<file path="src/hdl/ots_pkg.sv">
// Package for the operator token scanner: scan state codes, token kind codes,
// character codes and the per-request result record. No dependencies.
`default_nettype none

package ots_pkg;

  localparam int unsigned STATE_W = 5;
  localparam int unsigned KIND_W  = 6;

  localparam logic [STATE_W-1:0] S_IDLE    = 5'd0;
  localparam logic [STATE_W-1:0] S_PLUS    = 5'd1;
  localparam logic [STATE_W-1:0] S_MINUS   = 5'd2;
  localparam logic [STATE_W-1:0] S_DIV     = 5'd3;
  localparam logic [STATE_W-1:0] S_MUL     = 5'd4;
  localparam logic [STATE_W-1:0] S_EXP     = 5'd5;
  localparam logic [STATE_W-1:0] S_ASSIGN  = 5'd6;
  localparam logic [STATE_W-1:0] S_MOD     = 5'd7;
  localparam logic [STATE_W-1:0] S_EQUAL   = 5'd8;
  localparam logic [STATE_W-1:0] S_NOT     = 5'd9;
  localparam logic [STATE_W-1:0] S_NOTEQ   = 5'd10;
  localparam logic [STATE_W-1:0] S_GT      = 5'd11;
  localparam logic [STATE_W-1:0] S_LT      = 5'd12;
  localparam logic [STATE_W-1:0] S_AND     = 5'd13;
  localparam logic [STATE_W-1:0] S_OR      = 5'd14;
  localparam logic [STATE_W-1:0] S_SQUOTE  = 5'd15;
  localparam logic [STATE_W-1:0] S_DQUOTE  = 5'd16;
  localparam logic [STATE_W-1:0] S_COMMENT = 5'd17;

  localparam logic [KIND_W-1:0] K_STRICT_NE  = 6'd0;
  localparam logic [KIND_W-1:0] K_STRICT_EQ  = 6'd1;
  localparam logic [KIND_W-1:0] K_INC        = 6'd2;
  localparam logic [KIND_W-1:0] K_DEC        = 6'd3;
  localparam logic [KIND_W-1:0] K_ADD_ASSIGN = 6'd4;
  localparam logic [KIND_W-1:0] K_SUB_ASSIGN = 6'd5;
  localparam logic [KIND_W-1:0] K_MUL_ASSIGN = 6'd6;
  localparam logic [KIND_W-1:0] K_DIV_ASSIGN = 6'd7;
  localparam logic [KIND_W-1:0] K_MOD_ASSIGN = 6'd8;
  localparam logic [KIND_W-1:0] K_EXP_ASSIGN = 6'd9;
  localparam logic [KIND_W-1:0] K_GE         = 6'd10;
  localparam logic [KIND_W-1:0] K_LE         = 6'd11;
  localparam logic [KIND_W-1:0] K_LOG_AND    = 6'd12;
  localparam logic [KIND_W-1:0] K_LOG_OR     = 6'd13;
  localparam logic [KIND_W-1:0] K_SHL        = 6'd14;
  localparam logic [KIND_W-1:0] K_SHR        = 6'd15;
  localparam logic [KIND_W-1:0] K_PLUS       = 6'd16;
  localparam logic [KIND_W-1:0] K_MINUS      = 6'd17;
  localparam logic [KIND_W-1:0] K_DIV        = 6'd18;
  localparam logic [KIND_W-1:0] K_MUL        = 6'd19;
  localparam logic [KIND_W-1:0] K_EXP        = 6'd20;
  localparam logic [KIND_W-1:0] K_ASSIGN     = 6'd21;
  localparam logic [KIND_W-1:0] K_MOD        = 6'd22;
  localparam logic [KIND_W-1:0] K_EQ         = 6'd23;
  localparam logic [KIND_W-1:0] K_NE         = 6'd24;
  localparam logic [KIND_W-1:0] K_GT         = 6'd25;
  localparam logic [KIND_W-1:0] K_LT         = 6'd26;
  localparam logic [KIND_W-1:0] K_BIT_AND    = 6'd27;
  localparam logic [KIND_W-1:0] K_BIT_OR     = 6'd28;
  localparam logic [KIND_W-1:0] K_NOT        = 6'd29;
  localparam logic [KIND_W-1:0] K_DOT        = 6'd30;
  localparam logic [KIND_W-1:0] K_ARROW      = 6'd31;
  localparam logic [KIND_W-1:0] K_NEWLINE    = 6'd32;
  localparam logic [KIND_W-1:0] K_LPAREN     = 6'd33;
  localparam logic [KIND_W-1:0] K_RPAREN     = 6'd34;
  localparam logic [KIND_W-1:0] K_LBRACKET   = 6'd35;
  localparam logic [KIND_W-1:0] K_RBRACKET   = 6'd36;
  localparam logic [KIND_W-1:0] K_LBRACE     = 6'd37;
  localparam logic [KIND_W-1:0] K_RBRACE     = 6'd38;
  localparam logic [KIND_W-1:0] K_SQ_STRING  = 6'd39;
  localparam logic [KIND_W-1:0] K_DQ_STRING  = 6'd40;
  localparam logic [KIND_W-1:0] K_COLON      = 6'd41;
  localparam logic [KIND_W-1:0] K_SEMI       = 6'd42;
  localparam logic [KIND_W-1:0] K_COMMENT    = 6'd43;
  localparam logic [KIND_W-1:0] K_FAILED     = 6'd44;
  localparam logic [KIND_W-1:0] K_NONE       = 6'd0;

  localparam logic [7:0] CH_PLUS     = 8'h2B;
  localparam logic [7:0] CH_MINUS    = 8'h2D;
  localparam logic [7:0] CH_SLASH    = 8'h2F;
  localparam logic [7:0] CH_STAR     = 8'h2A;
  localparam logic [7:0] CH_PERCENT  = 8'h25;
  localparam logic [7:0] CH_EQUAL    = 8'h3D;
  localparam logic [7:0] CH_GT       = 8'h3E;
  localparam logic [7:0] CH_LT       = 8'h3C;
  localparam logic [7:0] CH_AMP      = 8'h26;
  localparam logic [7:0] CH_PIPE     = 8'h7C;
  localparam logic [7:0] CH_BANG     = 8'h21;
  localparam logic [7:0] CH_SQUOTE   = 8'h27;
  localparam logic [7:0] CH_DQUOTE   = 8'h22;
  localparam logic [7:0] CH_DOT      = 8'h2E;
  localparam logic [7:0] CH_NEWLINE  = 8'h0A;
  localparam logic [7:0] CH_LPAREN   = 8'h28;
  localparam logic [7:0] CH_RPAREN   = 8'h29;
  localparam logic [7:0] CH_LBRACKET = 8'h5B;
  localparam logic [7:0] CH_RBRACKET = 8'h5D;
  localparam logic [7:0] CH_LBRACE   = 8'h7B;
  localparam logic [7:0] CH_RBRACE   = 8'h7D;
  localparam logic [7:0] CH_COLON    = 8'h3A;
  localparam logic [7:0] CH_SEMI     = 8'h3B;

  typedef struct packed {
    logic              token_valid;
    logic [KIND_W-1:0] token_kind;
    logic              char_consumed;
  } ots_result_t;

  typedef struct packed {
    logic [7:0] char_code;
    logic       end_of_input;
  } ots_item_t;

endpackage

`default_nettype wire

</file>
<file path="src/hdl/ots_in_reg.sv">
// Input register of the operator token scanner with its valid flag.
// Depends on ots_pkg.
`default_nettype none

module ots_in_reg
  import ots_pkg::*;
(
  input  wire logic       clk,
  input  wire logic       rst_n,
  input  wire logic       in_valid,
  output logic            in_ready,
  input  wire ots_item_t  in_item,
  input  wire logic       advance,
  output logic            item_valid,
  output ots_item_t       item
);

  logic      valid_r;
  logic      valid_nxt;
  ots_item_t item_r;

  assign in_ready   = !valid_r || advance;
  assign valid_nxt  = (in_valid && in_ready) || (valid_r && !advance);
  assign item_valid = valid_r;
  assign item       = item_r;

  always_ff @(posedge clk) begin
    if (!rst_n) begin
      valid_r <= 1'b0;
    end else begin
      valid_r <= valid_nxt;
    end
  end

  always_ff @(posedge clk) begin
    if (in_valid && in_ready) begin
      item_r <= in_item;
    end
  end

endmodule

`default_nettype wire

</file>
<file path="src/hdl/ots_scan_core.sv">
// Scan state register and longest-match next-state logic of the scanner.
// Depends on ots_pkg.
`default_nettype none

module ots_scan_core
  import ots_pkg::*;
(
  input  wire logic      clk,
  input  wire logic      rst_n,
  input  wire ots_item_t item,
  input  wire logic      advance,
  output ots_result_t    result
);

  logic [STATE_W-1:0] state_r;
  logic [STATE_W-1:0] state_nxt;
  logic               eoi;
  logic [7:0]         ch;

  assign eoi = item.end_of_input;
  assign ch  = item.char_code;

  always_comb begin
    logic is_eq;
    logic is_nl;
    is_eq     = !eoi && (ch == CH_EQUAL);
    is_nl     = !eoi && (ch == CH_NEWLINE);
    result    = '{token_valid: 1'b1, token_kind: K_FAILED, char_consumed: 1'b0};
    state_nxt = S_IDLE;
    case (state_r)
      S_PLUS: begin
        if (!eoi && ch == CH_PLUS) begin
          result = '{1'b1, K_INC, 1'b1};
        end else if (is_eq) begin
          result = '{1'b1, K_ADD_ASSIGN, 1'b1};
        end else begin
          result = '{1'b1, K_PLUS, 1'b0};
        end
      end
      S_MINUS: begin
        if (!eoi && ch == CH_MINUS) begin
          result = '{1'b1, K_DEC, 1'b1};
        end else if (is_eq) begin
          result = '{1'b1, K_SUB_ASSIGN, 1'b1};
        end else if (!eoi && ch == CH_GT) begin
          result = '{1'b1, K_ARROW, 1'b1};
        end else begin
          result = '{1'b1, K_MINUS, 1'b0};
        end
      end
      S_DIV: begin
        if (is_eq) begin
          result = '{1'b1, K_DIV_ASSIGN, 1'b1};
        end else if (!eoi && ch == CH_SLASH) begin
          result    = '{1'b0, K_NONE, 1'b1};
          state_nxt = S_COMMENT;
        end else begin
          result = '{1'b1, K_DIV, 1'b0};
        end
      end
      S_MUL: begin
        if (is_eq) begin
          result = '{1'b1, K_MUL_ASSIGN, 1'b1};
        end else if (!eoi && ch == CH_STAR) begin
          result    = '{1'b0, K_NONE, 1'b1};
          state_nxt = S_EXP;
        end else begin
          result = '{1'b1, K_MUL, 1'b0};
        end
      end
      S_EXP: begin
        result = is_eq ? ots_result_t'{1'b1, K_EXP_ASSIGN, 1'b1}
                       : ots_result_t'{1'b1, K_EXP, 1'b0};
      end
      S_MOD: begin
        result = is_eq ? ots_result_t'{1'b1, K_MOD_ASSIGN, 1'b1}
                       : ots_result_t'{1'b1, K_MOD, 1'b0};
      end
      S_ASSIGN: begin
        if (is_eq) begin
          result    = '{1'b0, K_NONE, 1'b1};
          state_nxt = S_EQUAL;
        end else begin
          result = '{1'b1, K_ASSIGN, 1'b0};
        end
      end
      S_EQUAL: begin
        result = is_eq ? ots_result_t'{1'b1, K_STRICT_EQ, 1'b1}
                       : ots_result_t'{1'b1, K_EQ, 1'b0};
      end
      S_NOT: begin
        if (is_eq) begin
          result    = '{1'b0, K_NONE, 1'b1};
          state_nxt = S_NOTEQ;
        end else begin
          result = '{1'b1, K_NOT, 1'b0};
        end
      end
      S_NOTEQ: begin
        result = is_eq ? ots_result_t'{1'b1, K_STRICT_NE, 1'b1}
                       : ots_result_t'{1'b1, K_NE, 1'b0};
      end
      S_GT: begin
        if (is_eq) begin
          result = '{1'b1, K_GE, 1'b1};
        end else if (!eoi && ch == CH_GT) begin
          result = '{1'b1, K_SHR, 1'b1};
        end else begin
          result = '{1'b1, K_GT, 1'b0};
        end
      end
      S_LT: begin
        if (is_eq) begin
          result = '{1'b1, K_LE, 1'b1};
        end else if (!eoi && ch == CH_LT) begin
          result = '{1'b1, K_SHL, 1'b1};
        end else begin
          result = '{1'b1, K_LT, 1'b0};
        end
      end
      S_AND: begin
        result = (!eoi && ch == CH_AMP) ? ots_result_t'{1'b1, K_LOG_AND, 1'b1}
                                        : ots_result_t'{1'b1, K_BIT_AND, 1'b0};
      end
      S_OR: begin
        result = (!eoi && ch == CH_PIPE) ? ots_result_t'{1'b1, K_LOG_OR, 1'b1}
                                         : ots_result_t'{1'b1, K_BIT_OR, 1'b0};
      end
      S_SQUOTE, S_DQUOTE: begin
        if (eoi || is_nl) begin
          result = '{1'b1, K_FAILED, 1'b0};
        end else if (state_r == S_SQUOTE && ch == CH_SQUOTE) begin
          result = '{1'b1, K_SQ_STRING, 1'b1};
        end else if (state_r == S_DQUOTE && ch == CH_DQUOTE) begin
          result = '{1'b1, K_DQ_STRING, 1'b1};
        end else begin
          result    = '{1'b0, K_NONE, 1'b1};
          state_nxt = state_r;
        end
      end
      S_COMMENT: begin
        if (eoi || is_nl) begin
          result = '{1'b1, K_COMMENT, 1'b0};
        end else begin
          result    = '{1'b0, K_NONE, 1'b1};
          state_nxt = S_COMMENT;
        end
      end
      default: begin
        if (eoi) begin
          result = '{1'b1, K_FAILED, 1'b0};
        end else begin
          result = '{1'b0, K_NONE, 1'b1};
          case (ch)
            CH_PLUS:     state_nxt = S_PLUS;
            CH_MINUS:    state_nxt = S_MINUS;
            CH_SLASH:    state_nxt = S_DIV;
            CH_STAR:     state_nxt = S_MUL;
            CH_EQUAL:    state_nxt = S_ASSIGN;
            CH_PERCENT:  state_nxt = S_MOD;
            CH_GT:       state_nxt = S_GT;
            CH_LT:       state_nxt = S_LT;
            CH_AMP:      state_nxt = S_AND;
            CH_PIPE:     state_nxt = S_OR;
            CH_BANG:     state_nxt = S_NOT;
            CH_SQUOTE:   state_nxt = S_SQUOTE;
            CH_DQUOTE:   state_nxt = S_DQUOTE;
            CH_DOT:      result = '{1'b1, K_DOT, 1'b1};
            CH_NEWLINE:  result = '{1'b1, K_NEWLINE, 1'b1};
            CH_LPAREN:   result = '{1'b1, K_LPAREN, 1'b1};
            CH_RPAREN:   result = '{1'b1, K_RPAREN, 1'b1};
            CH_LBRACKET: result = '{1'b1, K_LBRACKET, 1'b1};
            CH_RBRACKET: result = '{1'b1, K_RBRACKET, 1'b1};
            CH_LBRACE:   result = '{1'b1, K_LBRACE, 1'b1};
            CH_RBRACE:   result = '{1'b1, K_RBRACE, 1'b1};
            CH_COLON:    result = '{1'b1, K_COLON, 1'b1};
            CH_SEMI:     result = '{1'b1, K_SEMI, 1'b1};
            default:     result = '{1'b1, K_FAILED, 1'b0};
          endcase
        end
      end
    endcase
  end

  always_ff @(posedge clk) begin
    if (!rst_n) begin
      state_r <= S_IDLE;
    end else if (advance) begin
      state_r <= state_nxt;
    end
  end

endmodule

`default_nettype wire

</file>
<file path="src/hdl/ots_out_reg.sv">
// Result register of the scanner: holds one result until the consumer takes it.
// Depends on ots_pkg.
`default_nettype none

module ots_out_reg
  import ots_pkg::*;
(
  input  wire logic        clk,
  input  wire logic        rst_n,
  input  wire logic        item_valid,
  input  wire ots_result_t result,
  output logic             advance,
  output logic             out_valid,
  input  wire logic        out_ready,
  output ots_result_t      out_result
);

  logic        valid_r;
  logic        valid_nxt;
  ots_result_t result_r;

  assign advance    = item_valid && (!valid_r || out_ready);
  assign valid_nxt  = advance || (valid_r && !out_ready);
  assign out_valid  = valid_r;
  assign out_result = result_r;

  always_ff @(posedge clk) begin
    if (!rst_n) begin
      valid_r <= 1'b0;
    end else begin
      valid_r <= valid_nxt;
    end
  end

  always_ff @(posedge clk) begin
    if (advance) begin
      result_r <= result;
    end
  end

endmodule

`default_nettype wire

</file>
<file path="src/hdl/operator_token_scanner_unit.sv">
// Top level of the operator token scanner: input register, scan core, result register.
// Depends on ots_pkg, ots_in_reg, ots_scan_core and ots_out_reg.
//
//   Channel   Direction  Handshake             Payload
//   in_       input      in_valid / in_ready   in_char_code[7:0], in_end_of_input
//   out_      output     out_valid / out_ready out_token_valid, out_token_kind[5:0],
//                                              out_char_consumed
//
// One request is accepted per cycle while in_ready is high; its result is registered.
// The scan state register is read and written in the stage between the
// input register and the result register, which sets the rate of one per cycle.
// Reset returns the scan state to idle and empties both registers.
// A stalled result holds; the input register takes one more request and then
// in_ready stays low until out_ready returns.
`default_nettype none

module operator_token_scanner_unit
  import ots_pkg::*;
(
  input  wire logic              clk,
  input  wire logic              rst_n,
  input  wire logic              in_valid,
  output logic                   in_ready,
  input  wire logic [7:0]        in_char_code,
  input  wire logic              in_end_of_input,
  output logic                   out_valid,
  input  wire logic              out_ready,
  output logic                   out_token_valid,
  output logic [KIND_W-1:0]      out_token_kind,
  output logic                   out_char_consumed
);

  ots_item_t   in_item;
  ots_item_t   item;
  logic        item_valid;
  logic        advance;
  ots_result_t result;
  ots_result_t out_result;

  assign in_item = '{char_code: in_char_code, end_of_input: in_end_of_input};

  ots_in_reg u_in_reg (
    .clk        (clk),
    .rst_n      (rst_n),
    .in_valid   (in_valid),
    .in_ready   (in_ready),
    .in_item    (in_item),
    .advance    (advance),
    .item_valid (item_valid),
    .item       (item)
  );

  ots_scan_core u_scan_core (
    .clk     (clk),
    .rst_n   (rst_n),
    .item    (item),
    .advance (advance),
    .result  (result)
  );

  ots_out_reg u_out_reg (
    .clk        (clk),
    .rst_n      (rst_n),
    .item_valid (item_valid),
    .result     (result),
    .advance    (advance),
    .out_valid  (out_valid),
    .out_ready  (out_ready),
    .out_result (out_result)
  );

  assign out_token_valid   = out_result.token_valid;
  assign out_token_kind    = out_result.token_kind;
  assign out_char_consumed = out_result.char_consumed;

endmodule

`default_nettype wire

</file>
<file path="config.mk">
export PLATFORM = sky130hd
export DESIGN_NAME = operator_token_scanner_unit
export DESIGN_NICKNAME = d
export VERILOG_FILES = /design/src/hdl/ots_pkg.sv /design/src/hdl/ots_in_reg.sv /design/src/hdl/ots_scan_core.sv /design/src/hdl/ots_out_reg.sv /design/src/hdl/operator_token_scanner_unit.sv
export SDC_FILE = /design/constraint.sdc
export NUM_CORES = 1
export LEC_CHECK = 0
export ABC_AREA = 1
export ABC_CLOCK_PERIOD_IN_PS = 4660
export BUFFER_PORTS_ARGS = -buffer_cell sky130_fd_sc_hd__buf_2
export CORE_ASPECT_RATIO = 0.6
export CORE_MARGIN = 2
export CORE_UTILIZATION = 64
export CTS_CLUSTER_SIZE = 20
export DETAILED_ROUTE_END_ITERATION = 8
export PLACE_DENSITY = 0.85
export SYNTH_ARGS = -nofsm -noshare
export SYNTH_HDL_FRONTEND = slang
export SYNTH_SLANG_ARGS = --single-unit
</file>
<file path="constraint.sdc">
create_clock -name clk -period 4.66 [get_ports clk]
set_clock_uncertainty 0.05 [all_clocks]
set_input_delay 0.466 -clock clk [delete_from_list [all_inputs] [get_ports clk]]
set_output_delay 0.466 -clock clk [all_outputs]
set_load 0.02 [all_outputs]
</file>
==> run_results.csv <==
group,metric,value,unit
place,gp_congestion,1.01,
critical_path,cpPeakStageDelay,0.57,ns
clock_tree,clk_pin_slew,0.09,ns
route,via_per_inst,6.02,
finish,drive_gt1_frac,0.156,
critical_path,r2r_slack,2.17,ns
die,die-height,50.4,um
timing,post-route-period-util,0.533,
die,start_util,0.687,
synth,syn_area,0.00230,sq mm
synth,seq_area_frac_synth,0.283,
critical_path,slowest_stage,"edfxtp_1",
timing,rsz0062_at_grt,"false",
timing,tns,0,ns
critical_path,cp_max_fo,15,
global_route,grt_max_degree,17,
clock_tree,cts_root_buffer,"clkbuf_8",
finish,final_common_cell,"nand2_1",
route,drt_iter0_drc,436,
die,core-area,0.00334,sq mm
clock_tree,hold_buffers,0,
route,first_pass_iters,8,
route,wire_per_inst,15.3,um
critical_path,cpMostUsedCell,"nand2_1",
global_route,grt-ovfl-total,0,
die,pin_count,23,
synth,ys_types,27,
place,dpl.hpwl,5.61,mm
global_route,grt_first_pass_wirelength,11.0,mm
clock_tree,cts.path.max_buffers,2,
timing,setup_violations,0,
critical_path,crit_arrival,2.47,ns
flow_run,cap_violations,0,
route,vias,2665,
critical_path,start_kind,"flop",
critical_path,path_cells,"inv_1 > nand2_1 > nand2_1 > nand2_1 > nor3_1 > nand2_1 > nor2_1 > nand2_1",
critical_path,critPathCaptureType,"flop",
hold_path,hold_class,"input port to flop",
critical_path,critPathKind,"flop to flop",
critical_path,r2r_start,"u_in_reg.item[0]$_DFFE_PP_",
critical_path,cp.required,4.65,ns
route,drc,0,
finish,most-common-layout-cells,"107 x nand2_1, 64 x nor2_1, 47 x inv_1",
die,die_area,0.00410,sq mm
clock_tree,clk-insertion-delay-late,0.28,ns
power,peakVddDrop,0.000159,V
critical_path,rr_worst_depth,8,
route,wirelength,6.79,mm
finish,fin_nets,412,
timing,worst_slew_pin_slew,0.537,ns
synth,syn_nets,389,
finish,areaGrowthSynthToFinish,7.79,%
finish,final_cell_area,0.00247,sq mm
clock_tree,cts_buffers,3,
synth,yosysWarnings,0,
clock_tree,cts_num_sinks,24,
place,port_buffers,22,
clock_tree,cts_tree,"done",
die,die_x,81.3,um
timing,hold_viol,0,
timing,max_freq,402,MHz
synth,ys_ff_latch,24,
timing,relSlewSlack,0.642,
synth,postSynthCellCount,376,
critical_path,worstReg2RegEnd,"u_out_reg.out_result[7]$_DFFE_PP_",
timing,hold_ws,0.308,ns
critical_path,startpoint,"u_in_reg.item[0]$_DFFE_PP_",
clock_tree,cts_resized,0,
synth,syn_avg_cell_area,6.11,sq um
outcome,status,"complete, no violations",
die,rows,16,
global_route,antenna_found_initial,0,
place,placed_area,0.00243,sq mm
global_route,grt_pass1_vias,2276,
clock_tree,postCtsSetupRepairBufs,0,
power,p_per_area,224,mW/mm^2
global_route,track_usage,0.357,
timing,finalCriticalPeriod,2.49,ns
critical_path,cp-endpoint,"u_out_reg.out_result[7]$_DFFE_PP_",
timing,slew_violations,0,
power,p_leak,1.34,nW
clock_tree,h-tree-depth,1,
finish,n_antenna_cell,0,
route,drtAntennaViolNets,0,
[layer usage]
| layer | GRT usage | routed length (um) | part of all wire | vias to the layer above |
|---|---|---|---|---|
| li1 | - | - | - | 1259 |
| met1 | 0.540 | 2960 | 0.44 | 1180 |
| met2 | 0.481 | 2690 | 0.40 | 213 |
| met3 | 0.119 | 1030 | 0.15 | 13 |
| met4 | 0.0847 | 112 | 0.016 | 0 |
| met5 | 0 | 0 | 0 | - |
[cell usage after synthesis]
master	instances	share of area
nor2_1	64	0.10
inv_1	47	0.077
inv_2	2	0.0033
a21oi_2	1	0.0038
a211oi_1	1	0.0033
nand2_4	1	0.0049
nand2_2	7	0.019
nand2_1	107	0.17
a21oi_1	12	0.026
buf_2	2	0.0044
o21a_1	1	0.0033
nor2_2	10	0.027
nor3_1	10	0.022
nand4_1	9	0.025
nor2_4	7	0.034
a21oi_4	1	0.0071
o22ai_1	1	0.0027
edfxtp_1	17	0.22
o211ai_1	3	0.0098
o21ai_1	2	0.0044
dfxtp_1	7	0.061
nand3_2	5	0.022
o21ai_0	14	0.031
nor3_2	2	0.0087
clkinv_2	1	0.0022
buf_6	2	0.0098
nand3_1	40	0.087
[where the power goes]
| part | switching (W) | internal, W |
|---|---|---|
| registers | 0.0000131 | 0.000249 |
| clock network | 0.0000726 | 0.0000614 |
| logic | 0.000113 | 0.0000471 |
[worst min path at each step]
stage                                               from                             end  slack (ns)  cells past startpoint
after global routing                     in_end_of_input      u_in_reg.item[0]$_DFFE_PP_        0.30                      1
after global placement    u_in_reg.item_valid$_SDFF_PN0_  u_out_reg.out_valid$_SDFF_PN0_        0.40                      2
after CTS                                in_char_code[0]      u_in_reg.item[1]$_DFFE_PP_        0.31                      1
after floorplan           u_in_reg.item_valid$_SDFF_PN0_  u_out_reg.out_valid$_SDFF_PN0_        0.39                      2
after detailed placement  u_in_reg.item_valid$_SDFF_PN0_  u_out_reg.out_valid$_SDFF_PN0_        0.42                      2
final                                    in_char_code[4]      u_in_reg.item[5]$_DFFE_PP_        0.31                      1
[flip-flops by register name, summed over array words and instances, names as in the netlist]
signal,count
u_in_reg.item_valid,1
u_out_reg.out_valid,1
u_out_reg.out_result,8
u_scan_core.state_r,5
u_in_reg.item,9
[cells by family (layout without fill, tap and decap cells)]
family	after synthesis	in the layout	share of synthesized area
DFF	24	24	0.283
buffers and inverters	54	76	0.0965
and+or+nand+nor	262	262	0.529
AOI/OAI and AO/OA	36	36	0.0910
[critical path, delay by kind of cell (launching register included)]
kind                   cells  cell delay (ns)
buffers and inverters      1             0.47
DFF                        1             0.57
and+or+nand+nor            7             1.14
[through the flow]
step	worst slack, ns	instances	total power, W	utilization
after detailed placement	2.38	439	0.000419	0.727
after CTS	2.33	443	0.000548	0.740
after global routing	2.13	443	0.000582	0.740
final	2.17	443	0.000556	0.740
after global placement	2.38	439	0.000415	0.727
after floorplan	2.90	376	0.000377	-
[final cells by class]
type | count | area, sq um
Inverter | 50 | 189
Sequential cell | 24 | 651
Clock buffer | 4 | 45.0
Fill cell | 271 | 868
Timing Repair Buffer | 22 | 110
Multi-Input combinational cell | 298 | 1420
Tap cell | 45 | 56.3
Note: power is estimated with default switching activity, not from simulation.
